**src/elfrr_pkg.sv**
```systemverilog
// ----------------------------------------------------------------------------
// ELF relative relocation patcher package
// Shared codes and the types used between the top level and the core.
// ----------------------------------------------------------------------------
package elfrr_pkg;

  // Input record kinds.
  localparam logic [1:0] KIND_RELA   = 2'd0;
  localparam logic [1:0] KIND_REL    = 2'd1;
  localparam logic [1:0] KIND_RELR   = 2'd2;
  localparam logic [1:0] KIND_UNUSED = 2'd3;

  // Patch operation codes.
  localparam logic [1:0] OP_STORE = 2'd0;
  localparam logic [1:0] OP_ADD   = 2'd1;
  localparam logic [1:0] OP_FAULT = 2'd2;

  // Configuration register indexes.
  localparam logic CFG_IMAGE_BASE    = 1'b0;
  localparam logic CFG_RELATIVE_TYPE = 1'b1;

  // Reset value of the accepted relocation type.
  localparam logic [31:0] RELATIVE_TYPE_RST = 32'd8;

  // Configuration seen by the core.
  typedef struct packed {
    logic [63:0] image_base;
    logic [31:0] relative_type;
  } cfg_t;

  // One patch command.
  typedef struct packed {
    logic [63:0] addr;
    logic [1:0]  op;
    logic [63:0] value;
    logic        last;
  } patch_t;

endpackage

```
**src/elfrr_core.sv**
```systemverilog
// ----------------------------------------------------------------------------
// ELF relative relocation patcher core
// Sequencer around one shared 64-bit adder. Decodes RELA, REL and RELR
// records and produces patch commands, one per set bit while scanning a bitmap.
// ----------------------------------------------------------------------------
module elfrr_core
  import elfrr_pkg::*;
#(
  parameter int WORD_BYTES = 8
) (
  input  logic        clk,
  input  logic        rst_n,
  input  cfg_t        cfg,
  input  logic        in_valid,
  output logic        in_ready,
  input  logic [1:0]  in_kind,
  input  logic [63:0] in_target_offset,
  input  logic [63:0] in_addend,
  input  logic [31:0] in_type_code,
  input  logic [63:0] in_packed_word,
  output logic        res_valid,
  input  logic        res_ready,
  output patch_t      res
);

  // Bitmap bits per RELR word and the address steps they imply.
  localparam int          BITS   = 8 * WORD_BYTES - 1;
  localparam logic [63:0] STEP   = 64'(WORD_BYTES);
  localparam logic [63:0] STRIDE = 64'(BITS * WORD_BYTES);

  typedef enum logic [5:0] {
    S_IDLE = 6'b000001,
    S_ADDR = 6'b000010,
    S_VAL  = 6'b000100,
    S_EMIT = 6'b001000,
    S_SCAN = 6'b010000,
    S_FIN  = 6'b100000
  } state_t;

  state_t           state_r, state_nxt;
  logic             halted_r, halted_nxt;
  logic [63:0]      cursor_r, cursor_nxt;
  logic [1:0]       kind_r, kind_nxt;
  logic [1:0]       op_r, op_nxt;
  logic [63:0]      opnd_r, opnd_nxt;
  logic [63:0]      addend_r, addend_nxt;
  logic [63:0]      work_addr_r, work_addr_nxt;
  logic [63:0]      val_r, val_nxt;
  logic [BITS-1:0]  bitmap_r, bitmap_nxt;

  logic [63:0] add_a, add_b, sum;
  logic        in_acc;

  assign in_ready = (state_r == S_IDLE);
  assign in_acc   = in_valid && in_ready;

  // Shared adder operand selection.
  always_comb begin
    case (state_r)
      S_ADDR: begin
        add_a = cfg.image_base;
        add_b = opnd_r;
      end
      S_VAL: begin
        if (kind_r == KIND_RELA) begin
          add_a = cfg.image_base;
          add_b = addend_r;
        end else begin
          add_a = work_addr_r;
          add_b = STEP;
        end
      end
      S_SCAN: begin
        add_a = work_addr_r;
        add_b = STEP;
      end
      S_FIN: begin
        add_a = cursor_r;
        add_b = STRIDE;
      end
      default: begin
        add_a = cfg.image_base;
        add_b = opnd_r;
      end
    endcase
  end

  assign sum = add_a + add_b;

  // Result presented to the output stage.
  always_comb begin
    res_valid = 1'b0;
    res.addr  = work_addr_r;
    res.op    = op_r;
    res.value = val_r;
    res.last  = 1'b1;
    case (state_r)
      S_EMIT: begin
        res_valid = 1'b1;
      end
      S_SCAN: begin
        res_valid = bitmap_r[0];
        res.op    = OP_ADD;
        res.value = cfg.image_base;
        res.last  = (bitmap_r[BITS-1:1] == '0);
      end
      default: begin
        res_valid = 1'b0;
      end
    endcase
  end

  // Sequencer.
  always_comb begin
    state_nxt     = state_r;
    halted_nxt    = halted_r;
    cursor_nxt    = cursor_r;
    kind_nxt      = kind_r;
    op_nxt        = op_r;
    opnd_nxt      = opnd_r;
    addend_nxt    = addend_r;
    work_addr_nxt = work_addr_r;
    val_nxt       = val_r;
    bitmap_nxt    = bitmap_r;
    case (state_r)
      S_IDLE: begin
        if (in_acc && !halted_r && in_kind != KIND_UNUSED) begin
          kind_nxt   = in_kind;
          addend_nxt = in_addend;
          if (in_kind == KIND_RELR) begin
            op_nxt   = OP_ADD;
            opnd_nxt = in_packed_word;
            if (in_packed_word[0]) begin
              // Bitmap word: walk from the current cursor.
              bitmap_nxt    = in_packed_word[BITS:1];
              work_addr_nxt = cursor_r;
              state_nxt     = S_SCAN;
            end else begin
              state_nxt = S_ADDR;
            end
          end else if (in_type_code != cfg.relative_type) begin
            // Unsupported type: one fault, then halt until reset.
            op_nxt        = OP_FAULT;
            work_addr_nxt = '0;
            val_nxt       = '0;
            halted_nxt    = 1'b1;
            state_nxt     = S_EMIT;
          end else begin
            op_nxt    = (in_kind == KIND_RELA) ? OP_STORE : OP_ADD;
            opnd_nxt  = in_target_offset;
            state_nxt = S_ADDR;
          end
        end
      end
      S_ADDR: begin
        work_addr_nxt = sum;
        val_nxt       = cfg.image_base;
        state_nxt     = (kind_r == KIND_REL) ? S_EMIT : S_VAL;
      end
      S_VAL: begin
        if (kind_r == KIND_RELA) begin
          val_nxt = sum;
        end else begin
          cursor_nxt = sum;
        end
        state_nxt = S_EMIT;
      end
      S_EMIT: begin
        if (res_ready) begin
          state_nxt = S_IDLE;
        end
      end
      S_SCAN: begin
        if (bitmap_r == '0) begin
          state_nxt = S_FIN;
        end else if (!bitmap_r[0] || res_ready) begin
          bitmap_nxt    = bitmap_r >> 1;
          work_addr_nxt = sum;
        end
      end
      S_FIN: begin
        cursor_nxt = sum;
        state_nxt  = S_IDLE;
      end
      default: begin
        state_nxt = S_IDLE;
      end
    endcase
  end

  // Control state.
  always_ff @(posedge clk) begin
    if (!rst_n) begin
      state_r  <= S_IDLE;
      halted_r <= 1'b0;
      cursor_r <= '0;
    end else begin
      state_r  <= state_nxt;
      halted_r <= halted_nxt;
      cursor_r <= cursor_nxt;
    end
  end

  // Working registers.
  always_ff @(posedge clk) begin
    kind_r      <= kind_nxt;
    op_r        <= op_nxt;
    opnd_r      <= opnd_nxt;
    addend_r    <= addend_nxt;
    work_addr_r <= work_addr_nxt;
    val_r       <= val_nxt;
    bitmap_r    <= bitmap_nxt;
  end

endmodule

```
**src/elf_relative_relocation_patcher_top.sv**
```systemverilog
// Path to the output register: a REL record passes S_ADDR and S_EMIT, a RELA
// record and a RELR offset word S_ADDR, S_VAL and S_EMIT; a RELR bitmap word
// walks S_SCAN one bitmap position at a time up to its highest set bit, then S_FIN.
// One transaction at a time: a new record is taken only in S_IDLE, and the shared
// 64-bit adder serves every step. Up to 8*WORD_BYTES-1 results leave per bitmap word.
// Reset (rst_n, synchronous): idle, cursor 0, not halted, relative_type 8.
// ----------------------------------------------------------------------------
// ELF relative relocation patcher top level
// Configuration registers, the decoding core and the output register.
// ----------------------------------------------------------------------------
module elf_relative_relocation_patcher_top
  import elfrr_pkg::*;
#(
  parameter int WORD_BYTES = 8
) (
  input  logic        clk,
  input  logic        rst_n,
  input  logic        cfg_we,
  input  logic        cfg_index,
  input  logic [63:0] cfg_wdata,
  input  logic        in_valid,
  output logic        in_ready,
  input  logic [1:0]  in_kind,
  input  logic [63:0] in_target_offset,
  input  logic [63:0] in_addend,
  input  logic [31:0] in_type_code,
  input  logic [63:0] in_packed_word,
  output logic        out_valid,
  input  logic        out_ready,
  output logic [63:0] out_patch_address,
  output logic [1:0]  out_patch_op,
  output logic [63:0] out_patch_value,
  output logic        out_last
);

  cfg_t   cfg_r;
  logic   res_valid, res_ready;
  patch_t res;
  logic   out_valid_r;
  patch_t out_r;

  // Configuration registers.
  always_ff @(posedge clk) begin
    if (!rst_n) begin
      cfg_r.image_base    <= '0;
      cfg_r.relative_type <= RELATIVE_TYPE_RST;
    end else if (cfg_we) begin
      case (cfg_index)
        CFG_IMAGE_BASE:    cfg_r.image_base    <= cfg_wdata;
        CFG_RELATIVE_TYPE: cfg_r.relative_type <= cfg_wdata[31:0];
        default:           cfg_r.image_base    <= cfg_r.image_base;
      endcase
    end
  end

  elfrr_core #(
    .WORD_BYTES(WORD_BYTES)
  ) u_core (
    .clk              (clk),
    .rst_n            (rst_n),
    .cfg              (cfg_r),
    .in_valid         (in_valid),
    .in_ready         (in_ready),
    .in_kind          (in_kind),
    .in_target_offset (in_target_offset),
    .in_addend        (in_addend),
    .in_type_code     (in_type_code),
    .in_packed_word   (in_packed_word),
    .res_valid        (res_valid),
    .res_ready        (res_ready),
    .res              (res)
  );

  // Output register: loads whenever it is empty or being drained.
  assign res_ready = !out_valid_r || out_ready;

  always_ff @(posedge clk) begin
    if (!rst_n) begin
      out_valid_r <= 1'b0;
    end else if (res_ready) begin
      out_valid_r <= res_valid;
    end
  end

  always_ff @(posedge clk) begin
    if (res_ready && res_valid) begin
      out_r <= res;
    end
  end

  assign out_valid         = out_valid_r;
  assign out_patch_address = out_r.addr;
  assign out_patch_op      = out_r.op;
  assign out_patch_value   = out_r.value;
  assign out_last          = out_r.last;

endmodule

```
**config.mk**
```make
export PLATFORM = sky130hd
export DESIGN_NAME = elf_relative_relocation_patcher_top
export DESIGN_NICKNAME = d
export VERILOG_FILES = /design/src/elfrr_pkg.sv /design/src/elfrr_core.sv /design/src/elf_relative_relocation_patcher_top.sv
export SDC_FILE = /design/constraint.sdc
export NUM_CORES = 1
export LEC_CHECK = 0
export BUFFER_PORTS_ARGS = -buffer_cell sky130_fd_sc_hd__buf_2
export CELL_PAD_IN_SITES_DETAIL_PLACEMENT = 0
export CELL_PAD_IN_SITES_GLOBAL_PLACEMENT = 1
export CORE_UTILIZATION = 25
export DETAILED_ROUTE_END_ITERATION = 8
export PLACE_DENSITY = 0.47
export REMOVE_ABC_BUFFERS = 1
export SLEW_MARGIN = 20
export SYNTH_ARGS = -nofsm -noshare
export SYNTH_HDL_FRONTEND = slang
export SYNTH_SLANG_ARGS = --single-unit
```
**constraint.sdc**
```tcl
create_clock -name clk -period 8.35 [get_ports clk]
set_input_delay 1.2525 -clock clk [delete_from_list [all_inputs] [get_ports clk]]
set_output_delay 1.2525 -clock clk [all_outputs]
set_load 0.02 [all_outputs]
```
==> flow_summary_export.csv <==
group,metric,value,unit
layout,fin_util,0.308,
clock_network,root_buffer,"clkbuf_16",
flow_run,maxCapViolCount,0,
worst_setup_path,max_stage_delay,0.77,ns
worst_setup_path,critPathBufInv,3,
sta,slew_headroom,0.261,
sta,slew_violations,0,
global_route,antenna_found_initial,8,
sta,hold-worst-slack,0.453,ns
layout,synthToLayoutAreaGrowth,21.4,%
pwr,netSwitchingPower,3.20,mW
clock_network,hold_buffers,0,
floorplan,start_util,0.253,
route,first_pass_iters,9,
logic_synthesis,yosys.area.top_type,"edfxtp_1",
place,io_buffers,428,
floorplan,num_rows,125,
clock_network,clk_path_buf_depth,3,
sta,fin_skew,0.0381,ns
layout,antenna_cells,0,
sta,period_minus_slack,6.30,ns
worst_setup_path,crit_start,"u_core.state_r[0]",
status,failed_checks,"design-rule violations",
logic_synthesis,ys_ff_latch,622,
place,place_hpwl,83.1,mm
floorplan,die_w,346,um
logic_synthesis,synth_seq_area_share,0.574,
logic_synthesis,netlist_instances,2869,
worst_setup_path,path_cells,"or3_1, nor3_4, buf_4, o21ai_1, nand2_2, a222oi_1, inv_1, ha_1, a21oi_1, nor3b_2, o21ai_1, nand3_1, a21oi_1, buf_4, o41ai_1, a32oi_1, nand2_1, xnor2_1, o21ai_0",
logic_synthesis,synth_warnings,0,
pwr,p_int,6.70,mW
floorplan,top_level_ports,429,
clock_network,post-cts-setup-buffer-count,0,
worst_setup_path,critPathCaptureType,"register",
min_path,min_from,"u_core.work_addr_r[43]",
sta,rsz0062_at_grt,"false",
floorplan,design.core.area,117000,sq um
pwr,power,9.89,mW
layout,drive_gt1_frac,0.212,
logic_synthesis,synth_edf_count,454,
sta,setup_slack,2.05,ns
sta,max_freq,159,MHz
worst_setup_path,slowest_stage,"nand2_2",
global_route,grt_pass1_vias,24400,
worst_setup_path,path_max_fanout,52,
clock_network,clock_sinks,622,
pwr,sw_frac_of_total,0.323,
worst_setup_path,cp.arrival,6.65,ns
clock_network,clk_pin_slew_worst_paths,0.06,ns
route,drt_iter0_drc,2158,
layout,nets,3588,
min_path,hold_class,"reg -> reg",
sta,finalSetupTns,0,ns
pwr,power_frac_seq,0.437,
route,drc,1,
sta,hold_viol,0,
logic_synthesis,yosys-top-cells-area,"edfxtp_1 (46%), dfxtp_1 (11%), nand2_1 (11%)",
status,status,"complete, but fails checks",
clock_network,cts_buffers,78,
global_route,grt_max_degree,97,
pwr,comb_power_share,0.209,
worst_setup_path,required,8.70,ns
clock_network,clock_latency,0.66,ns
logic_synthesis,ys.flop_type,"edfxtp_1",
floorplan,die-area,120000,sq um
route,vias_per_cell,4.96,
route,via_count,23900,
clock_network,cts_resized,0,
logic_synthesis,async_flop_share,0,
global_route,grt_pass1_wl,171,mm
route,antenna_left,0,
logic_synthesis,yosys.cell_types.count,85,
sta,final.period_utilization,0.755,
place,routabilityCongestion,0.837,
logic_synthesis,synth.avg_cell_area,10.3,sq um
logic_synthesis,synthesis.area,29600,sq um
global_route,grt_overflow,0,
pwr,clkPwrFrac,0.353,
sta,worstMarginPinSlew,1.11,ns
worst_setup_path,crit_type,"reg -> reg",
worst_setup_path,crit_family,"compound AO/OA/AOI/OAI gates",
worst_setup_path,critPathLaunchType,"register",
place,place_ws,1.98,ns
logic_synthesis,synth_top_area_share,0.461,
clock_network,cts_max_level,3,
pwr,power.density,275,nW/um^2
route,wl_per_cell,24.5,um
route,wirelength,118,mm
global_route,gr-usage-all-layers,0.192,
floorplan,die_h,346,um
sta,setup_viol,0,
pwr,leakagePower,14.3,nW
clock_network,tritoncts,"yes",
pwr,vdd_drop_max,230,uV
worst_setup_path,r2r_start,"u_core.state_r[0]",
-- synthesized netlist by cell type, types with 12 or more instances --
master / number
nand3_1: 93
o21ai_1: 12
ha_1: 63
a22o_1: 106
nand2_1: 831
a21oi_1: 235
a21o_1: 32
mux2_2: 64
nand4_1: 33
o211ai_1: 12
nor4_1: 23
xor2_1: 22
nor2_1: 51
a222oi_1: 63
nor3_1: 20
dfxtp_1: 168
xnor2_1: 70
inv_1: 90
edfxtp_1: 454
o21ai_0: 63
clkbuf_1: 155
-- per-stage QoR --
step	instance area [sq um]	instances
after floorplan	28800	2681
after global placement	33300	4672
after detailed placement	33300	4672
after CTS	35900	4818
after global routing	35900	4818
final	35900	4818
-- cells by family (layout without fill, tap and decap cells) --
logic type / Yosys count / after routing / share of synthesized area
DFF: 622 / 622 / 0.574
AOI/OAI and AO/OA: 620 / 620 / 0.144
xor gates and xnor gates: 92 / 92 / 0.0272
adders and majority gates: 64 / 64 / 0.0273
and+or+nand+nor: 1125 / 1125 / 0.161
muxes: 67 / 67 / 0.0254
buffers and inverters: 279 / 704 / 0.0400
-- flip-flops by register name, summed over array words and instances, names as in the netlist, 6 cells and up --
name,cells
cfg_r,96
u_core.addend_r,64
u_core.opnd_r,64
out_patch_address,64
u_core.cursor_r,64
out_patch_value,64
u_core.bitmap_r,63
u_core.state_r,6
u_core.val_r,64
u_core.work_addr_r,64
-- routing by layer --
layer,global-route usage,routed length [um],vias up
met5,0,41,-
met4,0.0491,2560,6
met3,0.0346,6790,138
met2,0.306,54100,837
met1,0.268,54700,11800
li1,-,-,11100
-- power groups by stage --
stage	Combinational (mW)	Sequential, mW	Clock (mW)
after global routing	2.25	4.37	3.70
after detailed placement	2.10	4.39	0
final	2.07	4.33	3.50
after floorplan	1.14	4.38	0
after global placement	2.10	4.40	0
after CTS	2.11	4.34	3.59
-- placed cells by master (no fill, tap or decap), drive strengths merged, types with 12 or more instances in the layout --
cell type  instances
a21o              33
xor2              22
o211ai            12
clkbuf           115
a21oi            237
edfxtp           454
nor4              23
a222oi            63
o21ai             78
ha                63
and3              12
mux2              64
buf              467
nor3              22
xnor2             70
dfxtp            168
nand3             93
nor2              52
inv               94
nand4             34
a22o             106
nand2            833
clkinv            21
-- area by class of cell --
type | instances | area, sq um
fillers | 12100 | 80900
flip-flops and latches | 622 | 17000
multi-input cells | 1968 | 11600
repair buffers | 467 | 2460
clock buffers | 115 | 2350
well taps | 1524 | 1910
inverters | 91 | 344
clock inverters | 31 | 297
-- final timing paths --
kind / depth (start not counted) / slack, ns / endpoint
worst max-delay path: 19 / 2.05 / u_core.work_addr_r[55]
worst max register to register: 19 / 2.05 / u_core.work_addr_r[55]
worst min-delay path: 0 / 0.45 / out_patch_address[43]
worst min register to register: 0 / 0.45 / out_patch_address[43]
(Power assumes the default switching activity.)
